[src/rtl/core/stl_pkg.sv]
// ----------------------------------------------------------------------------
// stl_pkg
// Shared types and constants of the script token lexer: token kinds,
// character codes and the result bundle passed from the lexer stage to the
// result buffer.
// ----------------------------------------------------------------------------
package stl_pkg;

  // Longest token text before it is split into a new token.
  localparam int unsigned TEXT_CAP   = 511;
  // Width of the internal line counter; it saturates at all ones.
  localparam int unsigned LINE_BITS  = 16;
  localparam int unsigned TextCntW   = $clog2(TEXT_CAP + 1);
  localparam int unsigned TokLineW   = 16;
  localparam int unsigned MaxResults = 3;
  localparam int unsigned ResCntW    = $clog2(MaxResults + 1);
  localparam int unsigned ResIdxW    = $clog2(MaxResults);

  typedef enum logic [3:0] {
    KIND_EOF    = 4'd0,
    KIND_WORD   = 4'd1,
    KIND_STRING = 4'd2,
    KIND_LBRACE = 4'd3,
    KIND_RBRACE = 4'd4,
    KIND_EQUALS = 4'd5,
    KIND_LPAREN = 4'd6,
    KIND_RPAREN = 4'd7,
    KIND_NEWLINE = 4'd8
  } token_kind_e;

  typedef enum logic {
    EV_TEXT = 1'b0,
    EV_DONE = 1'b1
  } event_e;

  localparam logic [7:0] CH_NUL    = 8'h00;
  localparam logic [7:0] CH_TAB    = 8'h09;
  localparam logic [7:0] CH_LF     = 8'h0A;
  localparam logic [7:0] CH_VT     = 8'h0B;
  localparam logic [7:0] CH_FF     = 8'h0C;
  localparam logic [7:0] CH_CR     = 8'h0D;
  localparam logic [7:0] CH_SPACE  = 8'h20;
  localparam logic [7:0] CH_DQUOTE = 8'h22;
  localparam logic [7:0] CH_HASH   = 8'h23;
  localparam logic [7:0] CH_SQUOTE = 8'h27;
  localparam logic [7:0] CH_LPAREN = 8'h28;
  localparam logic [7:0] CH_RPAREN = 8'h29;
  localparam logic [7:0] CH_EQUALS = 8'h3D;
  localparam logic [7:0] CH_BSLASH = 8'h5C;
  localparam logic [7:0] CH_LBRACE = 8'h7B;
  localparam logic [7:0] CH_RBRACE = 8'h7D;

  typedef struct packed {
    event_e                ev;
    token_kind_e           kind;
    logic [7:0]            text;
    logic [LINE_BITS-1:0]  line;
  } res_t;

  typedef struct packed {
    res_t [MaxResults-1:0] slot;
    logic [ResCntW-1:0]    cnt;
  } bundle_t;

endpackage

[src/rtl/core/stl_lexer.sv]
// ----------------------------------------------------------------------------
// stl_lexer
// Input register and lexer state. Each registered source byte is decoded
// combinationally into a bundle of up to three results, which is handed to the
// result buffer together with the state update.
// ----------------------------------------------------------------------------
module stl_lexer (
  input  logic             clk_i,
  input  logic             rst_ni,
  input  logic             in_valid_i,
  output logic             in_stall_o,
  input  logic [7:0]       source_byte_i,
  input  logic             buf_free_i,
  output logic             load_o,
  output stl_pkg::bundle_t bundle_o
);
  import stl_pkg::*;

  typedef enum logic [2:0] {
    MODE_IDLE     = 3'd0,
    MODE_COMMENT  = 3'd1,
    MODE_WORD     = 3'd2,
    MODE_STR      = 3'd3,
    MODE_STR_ESC  = 3'd4,
    MODE_STR_FULL = 3'd5
  } mode_e;

  logic                 in_valid_q;
  logic [7:0]           byte_q;
  mode_e                mode_q, mode_d;
  logic                 qsingle_q, qsingle_d;
  logic [TextCntW-1:0]  tc_q, tc_d;
  logic [LINE_BITS-1:0] line_q, line_d;
  logic [LINE_BITS-1:0] start_q, start_d;

  logic                 load;
  bundle_t              bun;

  assign load       = in_valid_q & buf_free_i;
  assign load_o     = load;
  assign bundle_o   = bun;
  assign in_stall_o = in_valid_q & ~load;

  function automatic token_kind_e punct_kind(logic [7:0] b);
    token_kind_e k;
    case (b)
      CH_LBRACE: k = KIND_LBRACE;
      CH_RBRACE: k = KIND_RBRACE;
      CH_EQUALS: k = KIND_EQUALS;
      CH_LPAREN: k = KIND_LPAREN;
      CH_RPAREN: k = KIND_RPAREN;
      default:   k = KIND_EOF;
    endcase
    return k;
  endfunction

  always_comb begin
    logic [7:0]          b;
    logic [7:0]          quote;
    token_kind_e         pk;
    logic                is_term;
    logic                close_first;
    token_kind_e         close_kind;
    logic                do_add;
    token_kind_e         add_kind;
    logic [7:0]          add_byte;
    logic                close_after;
    logic                do_idle;
    logic [TextCntW-1:0] tc_inc;
    logic [ResCntW-1:0]  n;

    b       = byte_q;
    quote   = qsingle_q ? CH_SQUOTE : CH_DQUOTE;
    pk      = punct_kind(b);
    is_term = (b inside {CH_NUL, CH_SPACE, CH_TAB, CH_LF, CH_CR, CH_VT, CH_FF}) ||
              (pk != KIND_EOF);
    tc_inc  = tc_q + TextCntW'(1);

    mode_d    = mode_q;
    qsingle_d = qsingle_q;
    tc_d      = tc_q;
    line_d    = line_q;
    start_d   = start_q;
    bun       = '0;
    n         = '0;

    close_first = 1'b0;
    close_kind  = KIND_WORD;
    do_add      = 1'b0;
    add_kind    = KIND_WORD;
    add_byte    = b;
    close_after = 1'b0;
    do_idle     = 1'b0;

    case (mode_q)
      MODE_COMMENT: begin
        if (b == CH_NUL || b == CH_LF) do_idle = 1'b1;
      end
      MODE_WORD: begin
        if (is_term) begin
          close_first = 1'b1;
          do_idle     = 1'b1;
        end else begin
          do_add = 1'b1;
        end
      end
      MODE_STR: begin
        if (b == CH_NUL) begin
          close_first = 1'b1;
          close_kind  = KIND_STRING;
          do_idle     = 1'b1;
        end else if (b == quote) begin
          close_first = 1'b1;
          close_kind  = KIND_STRING;
          mode_d      = MODE_IDLE;
        end else if (b == CH_BSLASH) begin
          mode_d = MODE_STR_ESC;
        end else begin
          do_add   = 1'b1;
          add_kind = KIND_STRING;
        end
      end
      MODE_STR_ESC: begin
        mode_d   = MODE_STR;
        do_add   = 1'b1;
        add_kind = KIND_STRING;
        // End of source right after a backslash keeps the backslash as text.
        if (b == CH_NUL) begin
          add_byte    = CH_BSLASH;
          close_after = 1'b1;
          do_idle     = 1'b1;
        end
      end
      MODE_STR_FULL: begin
        // A closing quote right after a capped string is dropped silently.
        if (b == quote) mode_d = MODE_IDLE;
        else            do_idle = 1'b1;
      end
      default: begin
        do_idle = 1'b1;
      end
    endcase

    if (close_first) begin
      bun.slot[n[ResIdxW-1:0]] = '{EV_DONE, close_kind, 8'h00, start_q};
      n    = n + ResCntW'(1);
      tc_d = '0;
    end

    if (do_add) begin
      bun.slot[n[ResIdxW-1:0]] = '{EV_TEXT, add_kind, add_byte, start_q};
      n = n + ResCntW'(1);
      if (tc_inc >= TextCntW'(TEXT_CAP)) begin
        bun.slot[n[ResIdxW-1:0]] = '{EV_DONE, add_kind, 8'h00, start_q};
        n      = n + ResCntW'(1);
        tc_d   = '0;
        mode_d = (add_kind == KIND_WORD) ? MODE_IDLE : MODE_STR_FULL;
      end else begin
        tc_d = tc_inc;
      end
    end

    if (close_after && mode_d == MODE_STR) begin
      bun.slot[n[ResIdxW-1:0]] = '{EV_DONE, KIND_STRING, 8'h00, start_q};
      n    = n + ResCntW'(1);
      tc_d = '0;
    end

    if (do_idle) begin
      mode_d = MODE_IDLE;
      if (b == CH_NUL) begin
        bun.slot[n[ResIdxW-1:0]] = '{EV_DONE, KIND_EOF, 8'h00, line_q};
        n = n + ResCntW'(1);
      end else if (b inside {CH_SPACE, CH_TAB, CH_CR, CH_VT, CH_FF}) begin
        mode_d = MODE_IDLE;
      end else if (b == CH_LF) begin
        bun.slot[n[ResIdxW-1:0]] = '{EV_DONE, KIND_NEWLINE, 8'h00, line_q};
        n = n + ResCntW'(1);
        if (line_q != '1) line_d = line_q + LINE_BITS'(1);
      end else if (b == CH_HASH) begin
        mode_d = MODE_COMMENT;
      end else if (pk != KIND_EOF) begin
        bun.slot[n[ResIdxW-1:0]] = '{EV_DONE, pk, 8'h00, line_q};
        n = n + ResCntW'(1);
      end else if (b == CH_DQUOTE || b == CH_SQUOTE) begin
        mode_d    = MODE_STR;
        qsingle_d = (b == CH_SQUOTE);
        tc_d      = '0;
        start_d   = line_q;
      end else begin
        start_d = line_q;
        bun.slot[n[ResIdxW-1:0]] = '{EV_TEXT, KIND_WORD, b, line_q};
        n = n + ResCntW'(1);
        if (TEXT_CAP == 1) begin
          bun.slot[n[ResIdxW-1:0]] = '{EV_DONE, KIND_WORD, 8'h00, line_q};
          n      = n + ResCntW'(1);
          tc_d   = '0;
          mode_d = MODE_IDLE;
        end else begin
          mode_d = MODE_WORD;
          tc_d   = TextCntW'(1);
        end
      end
    end

    bun.cnt = n;
  end

  always_ff @(posedge clk_i or negedge rst_ni) begin
    if (!rst_ni) begin
      in_valid_q <= 1'b0;
      mode_q     <= MODE_IDLE;
      qsingle_q  <= 1'b0;
      tc_q       <= '0;
      line_q     <= LINE_BITS'(1);
      start_q    <= LINE_BITS'(1);
    end else begin
      if (in_valid_i && !in_stall_o) begin
        in_valid_q <= 1'b1;
      end else if (load) begin
        in_valid_q <= 1'b0;
      end
      if (load) begin
        mode_q    <= mode_d;
        qsingle_q <= qsingle_d;
        tc_q      <= tc_d;
        line_q    <= line_d;
        start_q   <= start_d;
      end
    end
  end

  always_ff @(posedge clk_i) begin
    if (in_valid_i && !in_stall_o) begin
      byte_q <= source_byte_i;
    end
  end

endmodule

[src/rtl/core/stl_res_buf.sv]
// ----------------------------------------------------------------------------
// stl_res_buf
// Result register. Holds one bundle of up to three results and presents them
// one per transfer, flagging the last result of the bundle.
// ----------------------------------------------------------------------------
module stl_res_buf (
  input  logic                            clk_i,
  input  logic                            rst_ni,
  input  logic                            load_i,
  input  stl_pkg::bundle_t                bundle_i,
  output logic                            buf_free_o,
  output logic                            out_valid_o,
  input  logic                            out_stall_i,
  output logic                            event_res_o,
  output logic [3:0]                      token_kind_o,
  output logic [7:0]                      text_byte_o,
  output logic [stl_pkg::TokLineW-1:0]    token_line_o,
  output logic                            last_of_run_o
);
  import stl_pkg::*;

  res_t [MaxResults-1:0] slot_q;
  logic [ResCntW-1:0]    cnt_q;
  logic [ResIdxW-1:0]    idx_q;
  res_t                  cur;
  logic                  last;
  logic                  pop;

  assign cur         = slot_q[idx_q];
  assign out_valid_o = (cnt_q != '0);
  assign last        = (ResCntW'(idx_q) == cnt_q - ResCntW'(1));
  assign pop         = out_valid_o & ~out_stall_i;
  // A new bundle may enter as the last result of the current one leaves.
  assign buf_free_o  = ~out_valid_o | (pop & last);

  assign event_res_o   = cur.ev;
  assign token_kind_o  = cur.kind;
  assign text_byte_o   = cur.text;
  assign token_line_o  = TokLineW'(cur.line);
  assign last_of_run_o = last;

  always_ff @(posedge clk_i or negedge rst_ni) begin
    if (!rst_ni) begin
      cnt_q <= '0;
      idx_q <= '0;
    end else if (load_i) begin
      cnt_q <= bundle_i.cnt;
      idx_q <= '0;
    end else if (pop && last) begin
      cnt_q <= '0;
      idx_q <= '0;
    end else if (pop) begin
      idx_q <= idx_q + ResIdxW'(1);
    end
  end

  always_ff @(posedge clk_i) begin
    if (load_i) begin
      slot_q <= bundle_i.slot;
    end
  end

endmodule

[src/rtl/core/script_token_lexer_core.sv]
// ----------------------------------------------------------------------------
// script_token_lexer_core
// Streaming lexer for a small script language: source bytes in, token text
// and token-end results out.
// ----------------------------------------------------------------------------
// The lexer takes one source byte per cycle while in_stall_o is low; a zero
// byte marks end of source. A byte goes through an input register and is
// decoded combinationally; its results are loaded into the result register
// once that register is free and are presented from there. Most bytes give
// zero or one result; a byte that gives k results holds the result register
// for k output transfers, so the input side stalls behind it until its last
// result leaves, and also while the output side is stalled. Text of a word
// or string streams out byte by byte, followed by a token-end result with
// the kind and the start line; last_of_run_o marks the final result caused
// by one source byte.
module script_token_lexer_core (
  input  logic                         clk_i,
  input  logic                         rst_ni,
  input  logic                         in_valid_i,
  output logic                         in_stall_o,
  input  logic [7:0]                   source_byte_i,
  output logic                         out_valid_o,
  input  logic                         out_stall_i,
  output logic                         event_res_o,
  output logic [3:0]                   token_kind_o,
  output logic [7:0]                   text_byte_o,
  output logic [stl_pkg::TokLineW-1:0] token_line_o,
  output logic                         last_of_run_o
);
  import stl_pkg::*;

  logic    buf_free;
  logic    load;
  bundle_t bundle;

  stl_lexer u_lexer (
    .clk_i         (clk_i),
    .rst_ni        (rst_ni),
    .in_valid_i    (in_valid_i),
    .in_stall_o    (in_stall_o),
    .source_byte_i (source_byte_i),
    .buf_free_i    (buf_free),
    .load_o        (load),
    .bundle_o      (bundle)
  );

  stl_res_buf u_res_buf (
    .clk_i         (clk_i),
    .rst_ni        (rst_ni),
    .load_i        (load),
    .bundle_i      (bundle),
    .buf_free_o    (buf_free),
    .out_valid_o   (out_valid_o),
    .out_stall_i   (out_stall_i),
    .event_res_o   (event_res_o),
    .token_kind_o  (token_kind_o),
    .text_byte_o   (text_byte_o),
    .token_line_o  (token_line_o),
    .last_of_run_o (last_of_run_o)
  );

endmodule
[config.mk]
export PLATFORM = sky130hd
export DESIGN_NAME = script_token_lexer_core
export DESIGN_NICKNAME = d
export VERILOG_FILES = /design/src/rtl/core/stl_pkg.sv /design/src/rtl/core/stl_lexer.sv /design/src/rtl/core/stl_res_buf.sv /design/src/rtl/core/script_token_lexer_core.sv
export SDC_FILE = /design/constraint.sdc
export NUM_CORES = 1
export LEC_CHECK = 0
export BUFFER_PORTS_ARGS = -buffer_cell sky130_fd_sc_hd__buf_2
export CAP_MARGIN = 5
export CORE_UTILIZATION = 45
export DETAILED_ROUTE_END_ITERATION = 12
export PLACE_DENSITY = 0.59
export SKIP_LAST_GASP = 1
export SYNTH_ARGS = -nofsm -noshare
export SYNTH_HDL_FRONTEND = slang
export SYNTH_HIERARCHICAL = 1
export SYNTH_SLANG_ARGS = --single-unit
[constraint.sdc]
create_clock -name clk_i -period 5.3 [get_ports clk_i]
set_input_delay 0.53 -clock clk_i [delete_from_list [all_inputs] [get_ports clk_i]]
set_output_delay 0.53 -clock clk_i [all_outputs]
set_load 0.005 [all_outputs]
==> metrics.csv, run 1 <==
stage;metric;value;unit
timing;hold_ws;212;ps
final_layout;drive_gt1_frac;0.185;
worst_setup_path;critPathBufInv;2;
timing;relSlewSlack;0.289;
final_layout;nets;823;
die;io-pin-count;44;
power_and_ir_drop;power.internal;3.17;mW
power_and_ir_drop;netSwitchingFraction;0.369;
worst_setup_path;critPathSlowestCell;edfxtp_1;
power_and_ir_drop;vdd_drop_max;0.484;mV
clock_tree;htreeDepth;4;
power_and_ir_drop;powerDensity;542;nW/µm²
routing;drc;0;
final_layout;final_common_cell;nand2_1;
grt;grt_overflow;0;
worst_setup_path;crit_fanout;20;
timing;maxSlewViolCount;0;
power_and_ir_drop;power.total;5.02;mW
worst_setup_path;start_kind;flip-flop;
placed_design;gp_congestion;0.873;
die;die_w;138;µm
timing;worstMarginPinSlew;1070;ps
grt;grt_max_degree;95;
synthesis;synth.avg_cell_area;10.8;µm²
grt;grt_pass1_wl;30.8;mm
routing;num_vias;5978;
final_layout;final_cell_mix;nand2_1 (114), edfxtp_1 (95), mux2i_1 (48), dfrtp_1 (47), buf_2 (43);
clock_tree;cts_buffer_depth;2;
power_and_ir_drop;power_switching;1.85;mW
timing;tns;0;ps
synthesis;synthMuxAreaShare;0.0808;
routing;avgRoutedWirePerCell;18.7;µm
final_layout;insertedDiodeCount;0;
worst_setup_path;cp_common_cell;ha_1;
routing;drt_iter0_drc;418;
job;drv_cap;0;
clock_tree;cts_tree;built;
worst_setup_path;required;5480;ps
die;dieArea;19000;µm²
synthesis;syn_area;8310;µm²
synthesis;synth_top_family_by_area;simple AND/OR/NAND/NOR gates;
clock_tree;root_buffer;clkbuf_16;
worst_setup_path;path_delay_family;compound AO/OA/AOI/OAI gates;
worst_setup_path;slowest_delay;660;ps
worst_setup_path;setup.worst_path.end_class;flip-flop;
clock_tree;clkSinkCount;145;
synthesis;synth_xor_xnor_area_share;0.0263;
routing;viasPerCell;5.75;
timing;finalHoldViolations;0;
clock_tree;cts_inserted_buffers;17;
routing;antenna_left;0;
timing;fin_crit;4840;ps
die;core_area;18000;µm²
final_layout;nFillCells;1627;
worst_setup_path;arrival;5010;ps
grt;antenna_found_initial;0;
status;status;completed;
worst_hold_path;hold_class;in2async;
die;std_cell_rows;49;
power_and_ir_drop;leakagePower;3.58;nW
power_and_ir_drop;p_clk_frac;0.244;
final_layout;areaGrowthSynthToFinish;11.3;%
worst_setup_path;critical_path_class;reg2reg;
timing;max_freq;0.207;GHz
synthesis;yosysSeqAreaShare;0.494;
placed_design;numPortBuffers;43;
synthesis;synth_cells;770;
die;initial_core_util;0.461;
synthesis;synth-simple-area-share;0.164;
grt;grt_usage;0.218;
synthesis;synth_edf_count;95;
synthesis;ys_ff_latch;145;
synthesis;ys_types;92;
placed_design;hpwl;13.1;mm
power_and_ir_drop;comb_power_share;0.361;
synthesis;synth_compound_area_frac;0.160;
power_and_ir_drop;pwr-share-seq;0.395;
routing;drt_wl_total;19.4;mm
synthesis;synthAdderAreaFrac;0.0211;
timing;period_share;0.913;
synthesis;async_flop_share;0.345;
synthesis;ys_warn_count;6;
worst_setup_path;crit_chain;nor3_1 > o2111ai_2 > a31oi_2 > o21ai_0 > inv_1 > ha_1 > inv_1 > o31ai_1 > nand2_1 > ha_1 > o21ai_0 > ha_1 > nand2_1 > a31oi_1 > o221ai_4 > a22o_1;
clock_tree;clk_latency;430;ps
synthesis;ys.flop_type;edfxtp_1;
timing;rsz0062_at_grt;no;
timing;finalSetupViolCount;0;
clock_tree;clk_pin_slew;60;ps
routing;drt-pass1-iter-count;5;
synthesis;syn_nets;796;
grt;first_global_vias;5693;
die;dieHeight;138;µm
timing;skew;6.37;ps
Yosys cell counts, drive strengths merged (8+ instances only):
cell | count | area, µm²
nor2 | 36 | 145
o21ai | 70 | 392
nand2b | 8 | 50.1
a21oi | 21 | 109
a22o | 18 | 158
dfrtp | 48 | 1200
inv | 37 | 139
clkbuf | 17 | 67.6
nand4 | 8 | 56.3
ha | 14 | 175
edfxtp | 95 | 2850
and2 | 14 | 87.6
xnor2 | 23 | 201
nand2 | 115 | 434
and3 | 12 | 75.1
nor3 | 12 | 81.3
mux2 | 17 | 191
mux2i | 48 | 480
nand3 | 20 | 105
buf | 33 | 236
final cells by class:
cell class                 instances  area, µm²  area share
sequential                       145       4110       0.444
multi-input combinational        538       3770       0.408
clock buffer                      22        484      0.0523
timing repair buffer              58        340      0.0368
tap                              229        287      0.0310
inverter                          37        140      0.0151
clock inverter                    10        123      0.0132
per-layer routing:
| layer | routed length, µm | GRT usage |
|---|---|---|
| met5 | 0 | 0 |
| met3 | 825 | 0.0391 |
| met4 | 435 | 0.0864 |
| met1 | 9170 | 0.300 |
| met2 | 8970 | 0.340 |
power by group through the flow:
| stage | registers, mW | logic [mW] | clock network, mW |
|---|---|---|---|
| finish | 1.98 | 1.81 | 1.22 |
| global route | 2.03 | 2.01 | 1.30 |
| CTS | 1.99 | 1.83 | 1.25 |
| detailed placement | 2.01 | 1.82 | 0 |
| global placement | 1.99 | 1.80 | 0 |
| floorplan | 1.91 | 1.31 | 0 |
state kept, by name (all words and copies together) (netlist names):
signal and count:
u_res_buf/idx_q 2, u_res_buf/cnt_q 2, u_lexer/mode_q 3, u_res_buf/slot_q 87
u_lexer/qsingle_q 1, u_lexer/tc_q 9, u_lexer/byte_q 8, u_lexer/start_q 16
u_lexer/line_q 16, u_lexer/in_valid_q 1
final timing paths:
path                                     from  cells past startpoint  slack (ps)                   end
hold / removal                         rst_ni                      2         210    u_res_buf/idx_q[1]
setup reg to reg            u_lexer/byte_q[0]                     16         460  u_res_buf/slot_q[83]
hold reg to reg            u_lexer/in_valid_q                      2         530    u_lexer/in_valid_q
min in group clk_i           source_byte_i[0]                      1         280     u_lexer/byte_q[0]
max in group asynchronous              rst_ni                      2        4610    u_res_buf/idx_q[0]
setup / recovery            u_lexer/byte_q[0]                     16         460  u_res_buf/slot_q[83]
worst reg2reg max path: stages (launching register included):
cell,delay [ps]
edfxtp_1,660
nor3_1,380
o2111ai_2,290
a31oi_2,380
o21ai_0,280
inv_1,120
ha_1,230
inv_1,60
o31ai_1,70
nand2_1,160
ha_1,260
o21ai_0,270
ha_1,310
nand2_1,70
a31oi_1,320
o221ai_4,400
a22o_1,340
what timing repair did:
item,4_1_cts,5_1_grt
resized for setup,0,1
hold buffers,0,0
setup endpoints to repair,0,1
buffers inserted,0,3
stage by stage:
| step | util | area (µm²) | worst slack (ps) | instances |
|---|---|---|---|---|
| 2_1_floorplan | - | 8310 | 1090 | 770 |
| 3_3_place_gp | 0.478 | 8620 | 653 | 1004 |
| 3_5_place_dp | 0.478 | 8620 | 444 | 1004 |
| 4_1_cts | 0.512 | 9230 | 413 | 1036 |
| 5_1_grt | 0.513 | 9260 | 104 | 1039 |
| 6_report | 0.513 | 9260 | 462 | 1039 |
logic make-up (layout without fill, tap and decap cells):
kind of cell,Yosys count,in the layout
AO/OA/AOI/OAI,173,173
adder cells (fa/ha/maj),14,14
AND/OR/NAND/NOR,261,261
flip-flops,145,145
buffers and inverters,87,127
XOR/XNOR,25,25
multiplexers,65,65
No activity file was read; power rests on OpenSTA's default activity.
==> run 2, diff against run 1 <==
--- a/config.mk
+++ b/config.mk
@@ -5,11 +5,11 @@
 export SDC_FILE = /design/constraint.sdc
 export NUM_CORES = 1
 export LEC_CHECK = 0
-export BUFFER_PORTS_ARGS = -buffer_cell sky130_fd_sc_hd__buf_2
 export CAP_MARGIN = 5
 export CORE_UTILIZATION = 45
 export DETAILED_ROUTE_END_ITERATION = 12
-export PLACE_DENSITY = 0.59
+export DONT_BUFFER_PORTS = 1
+export PLACE_DENSITY = 0.57
 export SKIP_LAST_GASP = 1
 export SYNTH_ARGS = -nofsm -noshare
 export SYNTH_HDL_FRONTEND = slang
==> constraint.sdc (replaced) <==
create_clock -name clk_i -period 5.3 [get_ports clk_i]
set_input_delay 0.53 -clock clk_i [delete_from_list [all_inputs] [get_ports clk_i]]
set_output_delay 0.53 -clock clk_i [all_outputs]
set_load 0.1 [all_outputs]
==> metrics.csv, run 2 (synthesis results as in run 1) <==
stage;metric;value;unit;change
status;status;completed;;
timing;skew;14.0;ps;+7.62 ps
clock_tree;clk_pin_slew;70;ps;about the same
clock_tree;cts_tree;built;;
final_layout;insertedDiodeCount;0;;unchanged
placed_design;hpwl;13.2;mm;+0.85%
job;drv_cap;0;;unchanged
routing;drt_iter0_drc;371;;-11%
timing;maxSlewViolCount;0;;unchanged
clock_tree;clk_latency;420;ps;about the same
worst_hold_path;hold_class;in2reg;;
worst_setup_path;arrival;5070;ps;+60 ps
grt;grt_pass1_wl;30.9;mm;+0.36%
die;std_cell_rows;49;;unchanged
timing;relSlewSlack;0.210;;-0.0797
worst_setup_path;r2r_start;u_lexer/tc_q[0];;
routing;drt_wl_total;19.9;mm;+2.6%
grt;first_global_vias;5574;;-2.1%
final_layout;final_cell_count_no_fill;996;;-4.1%
timing;hold_ws;201;ps;-10.9 ps
grt;grt_max_degree;95;;unchanged
timing;fin_crit;4890;ps;+55.6 ps
worst_setup_path;critical_path_class;reg2reg;;
grt;grt_overflow;0;;unchanged
worst_setup_path;reg2reg_depth;15;;-1
clock_tree;post_cts_resize_count;0;;unchanged
worst_setup_path;critPathSlowestCell;dfrtp_1;;
die;initial_core_util;0.461;;unchanged
die;core_area;18000;µm²;unchanged
clock_tree;clkSinkCount;145;;unchanged
worst_setup_path;path_delay_family;compound AO/OA/AOI/OAI gates;;
die;io-pin-count;44;;unchanged
final_layout;largest_reg_flops;87;;unchanged
die;dieArea;19000;µm²;unchanged
worst_setup_path;required;5470;ps;about the same
final_layout;final_common_cell;nand2_1;;
final_layout;post-route-util;0.503;;-0.0106
timing;max_freq;0.204;GHz;-1.1%
worst_setup_path;start_kind;flip-flop;;
routing;drc;0;;unchanged
worst_setup_path;cp_common_cell;ha_1;;
routing;viasPerCell;5.83;;+1.3%
worst_setup_path;setup.worst_path.end_class;flip-flop;;
timing;period_share;0.923;;+0.0105
worst_setup_path;crit_chain;ha_1 > nand3_2 > or3_4 > a2111oi_4 > and2_1 > inv_2 > ha_1 > nand2b_1 > ha_1 > o21ai_0 > ha_1 > nand2_1 > a31oi_1 > o221ai_4 > a22o_1;;
clock_tree;cts_inserted_buffers;17;;unchanged
worst_setup_path;r2r_end;u_res_buf/slot_q[83];;
grt;antenna_found_initial;0;;unchanged
clock_tree;root_buffer;clkbuf_16;;
grt;grt_usage;0.220;;+0.00200
timing;finalHoldViolations;0;;unchanged
die;die_w;138;µm;unchanged
final_layout;final_cell_mix;nand2_1 (114), edfxtp_1 (95), mux2i_1 (48), dfrtp_1 (46), o21ai_0 (40);;
placed_design;numPortBuffers;0;;-100%
worst_setup_path;slowest_delay;420;ps;-240 ps
timing;rsz0062_at_grt;no;;
worst_setup_path;crit_fanout;17;;-15%
final_layout;regMostFlops;u_res_buf/slot_q;;
worst_setup_path;startpoint;u_lexer/tc_q[0];;
worst_setup_path;cp.depth;15;;-1
final_layout;nets;780;;-5.2%
placed_design;gp_congestion;0.891;;+2.0%
placed_design;dp_cells;961;;-4.3%
worst_setup_path;critPathBufInv;1;;-1
die;dieHeight;138;µm;unchanged
routing;drt-pass1-iter-count;5;;unchanged
routing;antenna_left;0;;unchanged
clock_tree;htreeDepth;4;;unchanged
timing;finalSetupViolCount;0;;unchanged
final_layout;nFillCells;1631;;+0.25%
final_layout;largest_registers;u_res_buf/slot_q: 87 flops, u_lexer/line_q: 16 flops, u_lexer/start_q: 16 flops;;
timing;tns;0;ps;unchanged
final_layout;areaGrowthSynthToFinish;9.01;%;
final_layout;drive_gt1_frac;0.163;;-0.0222
routing;num_vias;5804;;-2.9%
clock_tree;cts_buffer_depth;2;;unchanged
timing;worstMarginPinSlew;1180;ps;+118 ps
worst_setup_path;cp-endpoint;u_res_buf/slot_q[83];;
routing;avgRoutedWirePerCell;20.0;µm;+7.0%
worst_setup_path;rrSetupSlack;410;ps;-60 ps
==> run 2: cell types whose count changed in the layout (fill, tap and decap cells not counted), moves of 2 or more <==
cell,previous run,this run
clkbuf_8,4,1
buf_4,14,11
clkinv_2,2,4
buf_2,43,0
clkinv_4,2,0
o21ai_2,8,28
clkinvlp_4,1,5
bufinv_16,2,0
o21ai_1,21,1
inv_4,2,0
==> run 2: cell type report <==
type,instances,area [µm²],area share
Inverter,37,140,0.0155
Clock buffer,20,447,0.0493
Sequential cell,145,4110,0.453
Timing Repair Buffer,15,148,0.0163
Multi-Input combinational cell,538,3850,0.425
Clock inverter,12,85.1,0.00939
Tap cell,229,287,0.0316
==> run 2: how the worst min path moves through the flow <==
stage                               to             start  slack (ps)  cells after the start
floorplan           u_lexer/in_valid_q            rst_ni         230                      0
global placement    u_res_buf/idx_q[1]            rst_ni         240                      0
detailed placement  u_res_buf/idx_q[1]            rst_ni         240                      0
CTS                  u_lexer/byte_q[6]  source_byte_i[6]         180                      0
global route         u_lexer/byte_q[6]  source_byte_i[6]         180                      0
finish               u_lexer/byte_q[6]  source_byte_i[6]         200                      0
==> run 2: metal layers <==
metal  vias to the layer above  GRT usage  wire [µm]
li1                       2773          -          -
met5                         -          0          0
met4                         0     0.0864        443
met1                      2819      0.305       9430
met3                        28     0.0446       1050
met2                       184      0.336       8980
==> run 2: repair_timing <==
action | 4_1_cts | 5_1_grt
hold buffers | 2 | 0
endpoints found under the hold margin | 50 | 0
buffers inserted | 0 | 1
endpoints found under the setup margin | 0 | 1
==> run 2: metrics by stage <==
stage | area, µm² | worst slack, ps
2_1_floorplan | 8310 | 1040
3_3_place_gp | 8490 | 608
3_5_place_dp | 8490 | 457
4_1_cts | 9060 | 434
5_1_grt | 9060 | 37.2
6_report | 9060 | 407
Power of run 2 is left out: the tool's default activity adds up to more than one toggle a clock period on the data nets, which glitch-free logic cannot reach.
==> run 3, diff against run 2 <==
--- a/config.mk
+++ b/config.mk
@@ -7,6 +7,7 @@
 export LEC_CHECK = 0
 export CAP_MARGIN = 5
 export CORE_UTILIZATION = 45
+export CTS_CLUSTER_DIAMETER = 40
 export DETAILED_ROUTE_END_ITERATION = 12
 export DONT_BUFFER_PORTS = 1
 export PLACE_DENSITY = 0.57
==> constraint.sdc (replaced) <==
create_clock -name clk_i -period 5.5 [get_ports clk_i]
set_input_delay 0.55 -clock clk_i [delete_from_list [all_inputs] [get_ports clk_i]]
set_output_delay 0.55 -clock clk_i [all_outputs]
set_load 0.1 [all_outputs]
==> metrics.csv, run 3 (synthesis results as in run 1) <==
stage;metric;value;unit;change
placed_design;hpwl;13.1;mm;-0.33%
placed_design;post-place-ws;472;ps;+14.4 ps
worst_hold_path;hold_class;in2reg;;
final_layout;regMostFlops;u_res_buf/slot_q;;
timing;worst_slack;380;ps;-26.9 ps
timing;worstMarginPinSlew;1170;ps;-19.0 ps
final_layout;drive_gt1_frac;0.156;;-0.00721
final_layout;largest_reg_flops;87;;unchanged
timing;fin_crit;5120;ps;+227 ps
routing;avgRoutedWirePerCell;19.9;µm;-0.51%
routing;viasPerCell;5.82;;-0.13%
die;std_cell_rows;49;;unchanged
timing;finalSetupViolCount;0;;unchanged
die;core_area;18000;µm²;unchanged
timing;hold_ws;219;ps;+17.8 ps
worst_setup_path;r2r_end;u_res_buf/slot_q[83];;
clock_tree;root_buffer;clkbuf_16;;
clock_tree;clk_latency;420;ps;about the same
die;io-pin-count;44;;unchanged
placed_design;dp_cells;959;;-0.21%
worst_setup_path;setup.worst_path.end_class;flip-flop;;
grt;grt_max_degree;95;;unchanged
worst_setup_path;crit_fanout;25;;+8
worst_setup_path;required;5670;ps;+200 ps
die;dieArea;19000;µm²;unchanged
timing;finalHoldViolations;0;;unchanged
worst_hold_path;holdPathEnd;u_lexer/byte_q[5];;
job;drv_cap;0;;unchanged
routing;drt-pass1-iter-count;5;;unchanged
final_layout;nets;777;;-0.38%
routing;drt_iter0_drc;307;;-17%
timing;max_freq;0.195;GHz;-4.4%
timing;period_share;0.931;;+0.00768
status;status;completed;;
timing;maxSlewViolCount;0;;unchanged
clock_tree;cts_tree;built;;
die;dieHeight;138;µm;unchanged
grt;grt_pass1_wl;30.7;mm;-0.78%
worst_hold_path;hp-start;source_byte_i[5];;
timing;relSlewSlack;0.222;;+0.0127
timing;tns;0;ps;unchanged
clock_tree;cts_inserted_buffers;17;;unchanged
final_layout;final_cell_count_no_fill;993;;-0.30%
final_layout;largest_registers;u_res_buf/slot_q: 87 flops, u_lexer/line_q: 16 flops, u_lexer/start_q: 16 flops;;
grt;grt_overflow;0;;unchanged
worst_setup_path;rrSetupSlack;380;ps;-30 ps
final_layout;areaGrowthSynthToFinish;8.86;%;
final_layout;final_cell_mix;nand2_1 (114), edfxtp_1 (95), mux2i_1 (48), dfrtp_1 (46), o21ai_0 (40);;
worst_setup_path;start_kind;flip-flop;;
clock_tree;post_cts_resize_count;0;;unchanged
placed_design;gp_congestion;0.888;;-0.37%
worst_setup_path;arrival;5290;ps;+220 ps
worst_setup_path;reg2reg_depth;16;;+1
timing;rsz0062_at_grt;no;;
routing;drc;0;;unchanged
grt;first_global_vias;5537;;-0.66%
worst_hold_path;worstHoldPathCells;0;;unchanged
grt;antenna_found_initial;0;;unchanged
worst_setup_path;critical_path_class;reg2reg;;
worst_setup_path;r2r_start;u_lexer/byte_q[2];;
timing;skew;9.19;ps;-4.79 ps
routing;num_vias;5779;;-0.43%
clock_tree;clkSinkCount;145;;unchanged
placed_design;numPortBuffers;0;;unchanged
clock_tree;htreeDepth;4;;unchanged
final_layout;insertedDiodeCount;0;;unchanged
routing;drt_wl_total;19.7;mm;-0.81%
clock_tree;cts_buffer_depth;2;;unchanged
grt;grt_usage;0.217;;-0.00252
die;initial_core_util;0.461;;unchanged
clock_tree;clk_pin_slew;60;ps;about the same
final_layout;final_common_cell;nand2_1;;
routing;antenna_left;0;;unchanged
die;die_w;138;µm;unchanged
## run 3: layout make-up
type | instances | area, µm²
flip-flops and latches | 145 | 4110
repair buffers | 12 | 125
fillers | 1642 | 8970
clock inverters | 10 | 87.6
clock buffers | 22 | 454
inverters | 37 | 140
well taps | 229 | 287
multi-input cells | 538 | 3850
## run 3: critical path, cell delays in order, from the launching register on
cell,delay (ps)
edfxtp_1,870
and3_1,290
o2111ai_2,260
a31oi_1,410
o21ai_0,300
inv_1,130
ha_1,240
inv_1,60
o31ai_1,60
nand2_1,150
ha_1,270
o21ai_0,340
ha_1,320
nand2_1,70
a31oi_1,310
o221ai_4,420
a22o_1,350
## run 3: worst max-delay path by stage
stage	startpoint	endpoint	slack [ps]
floorplan	u_res_buf/cnt_q[0]	u_lexer/start_q[10]	1240
global placement	u_lexer/byte_q[2]	u_res_buf/slot_q[83]	740
detailed placement	u_lexer/byte_q[2]	u_res_buf/slot_q[83]	470
CTS	u_lexer/byte_q[2]	u_res_buf/slot_q[83]	440
global route	u_lexer/byte_q[2]	u_res_buf/slot_q[83]	110
finish	u_lexer/byte_q[2]	u_res_buf/slot_q[83]	380
## run 3: repair_timing
action,CTS,global route
buffers inserted,0,0
hold buffers,2,0
hold endpoints to repair,50,0
## run 3: through the flow
stage / util / instance area [µm²]
3_5_place_dp: 0.470 / 8470
6_report: 0.502 / 9050
2_1_floorplan: - / 8310
3_3_place_gp: 0.470 / 8470
4_1_cts: 0.502 / 9050
5_1_grt: 0.502 / 9050
## run 3: per-layer routing
metal | vias to the layer above | global-route usage | part of all wire
met4 | 0 | 0.0749 | 0.022
met3 | 29 | 0.0519 | 0.062
met1 | 2816 | 0.295 | 0.46
met2 | 162 | 0.339 | 0.46
met5 | - | 0 | 0
li1 | 2772 | - | -
Power of run 3 is left out for the same reason.
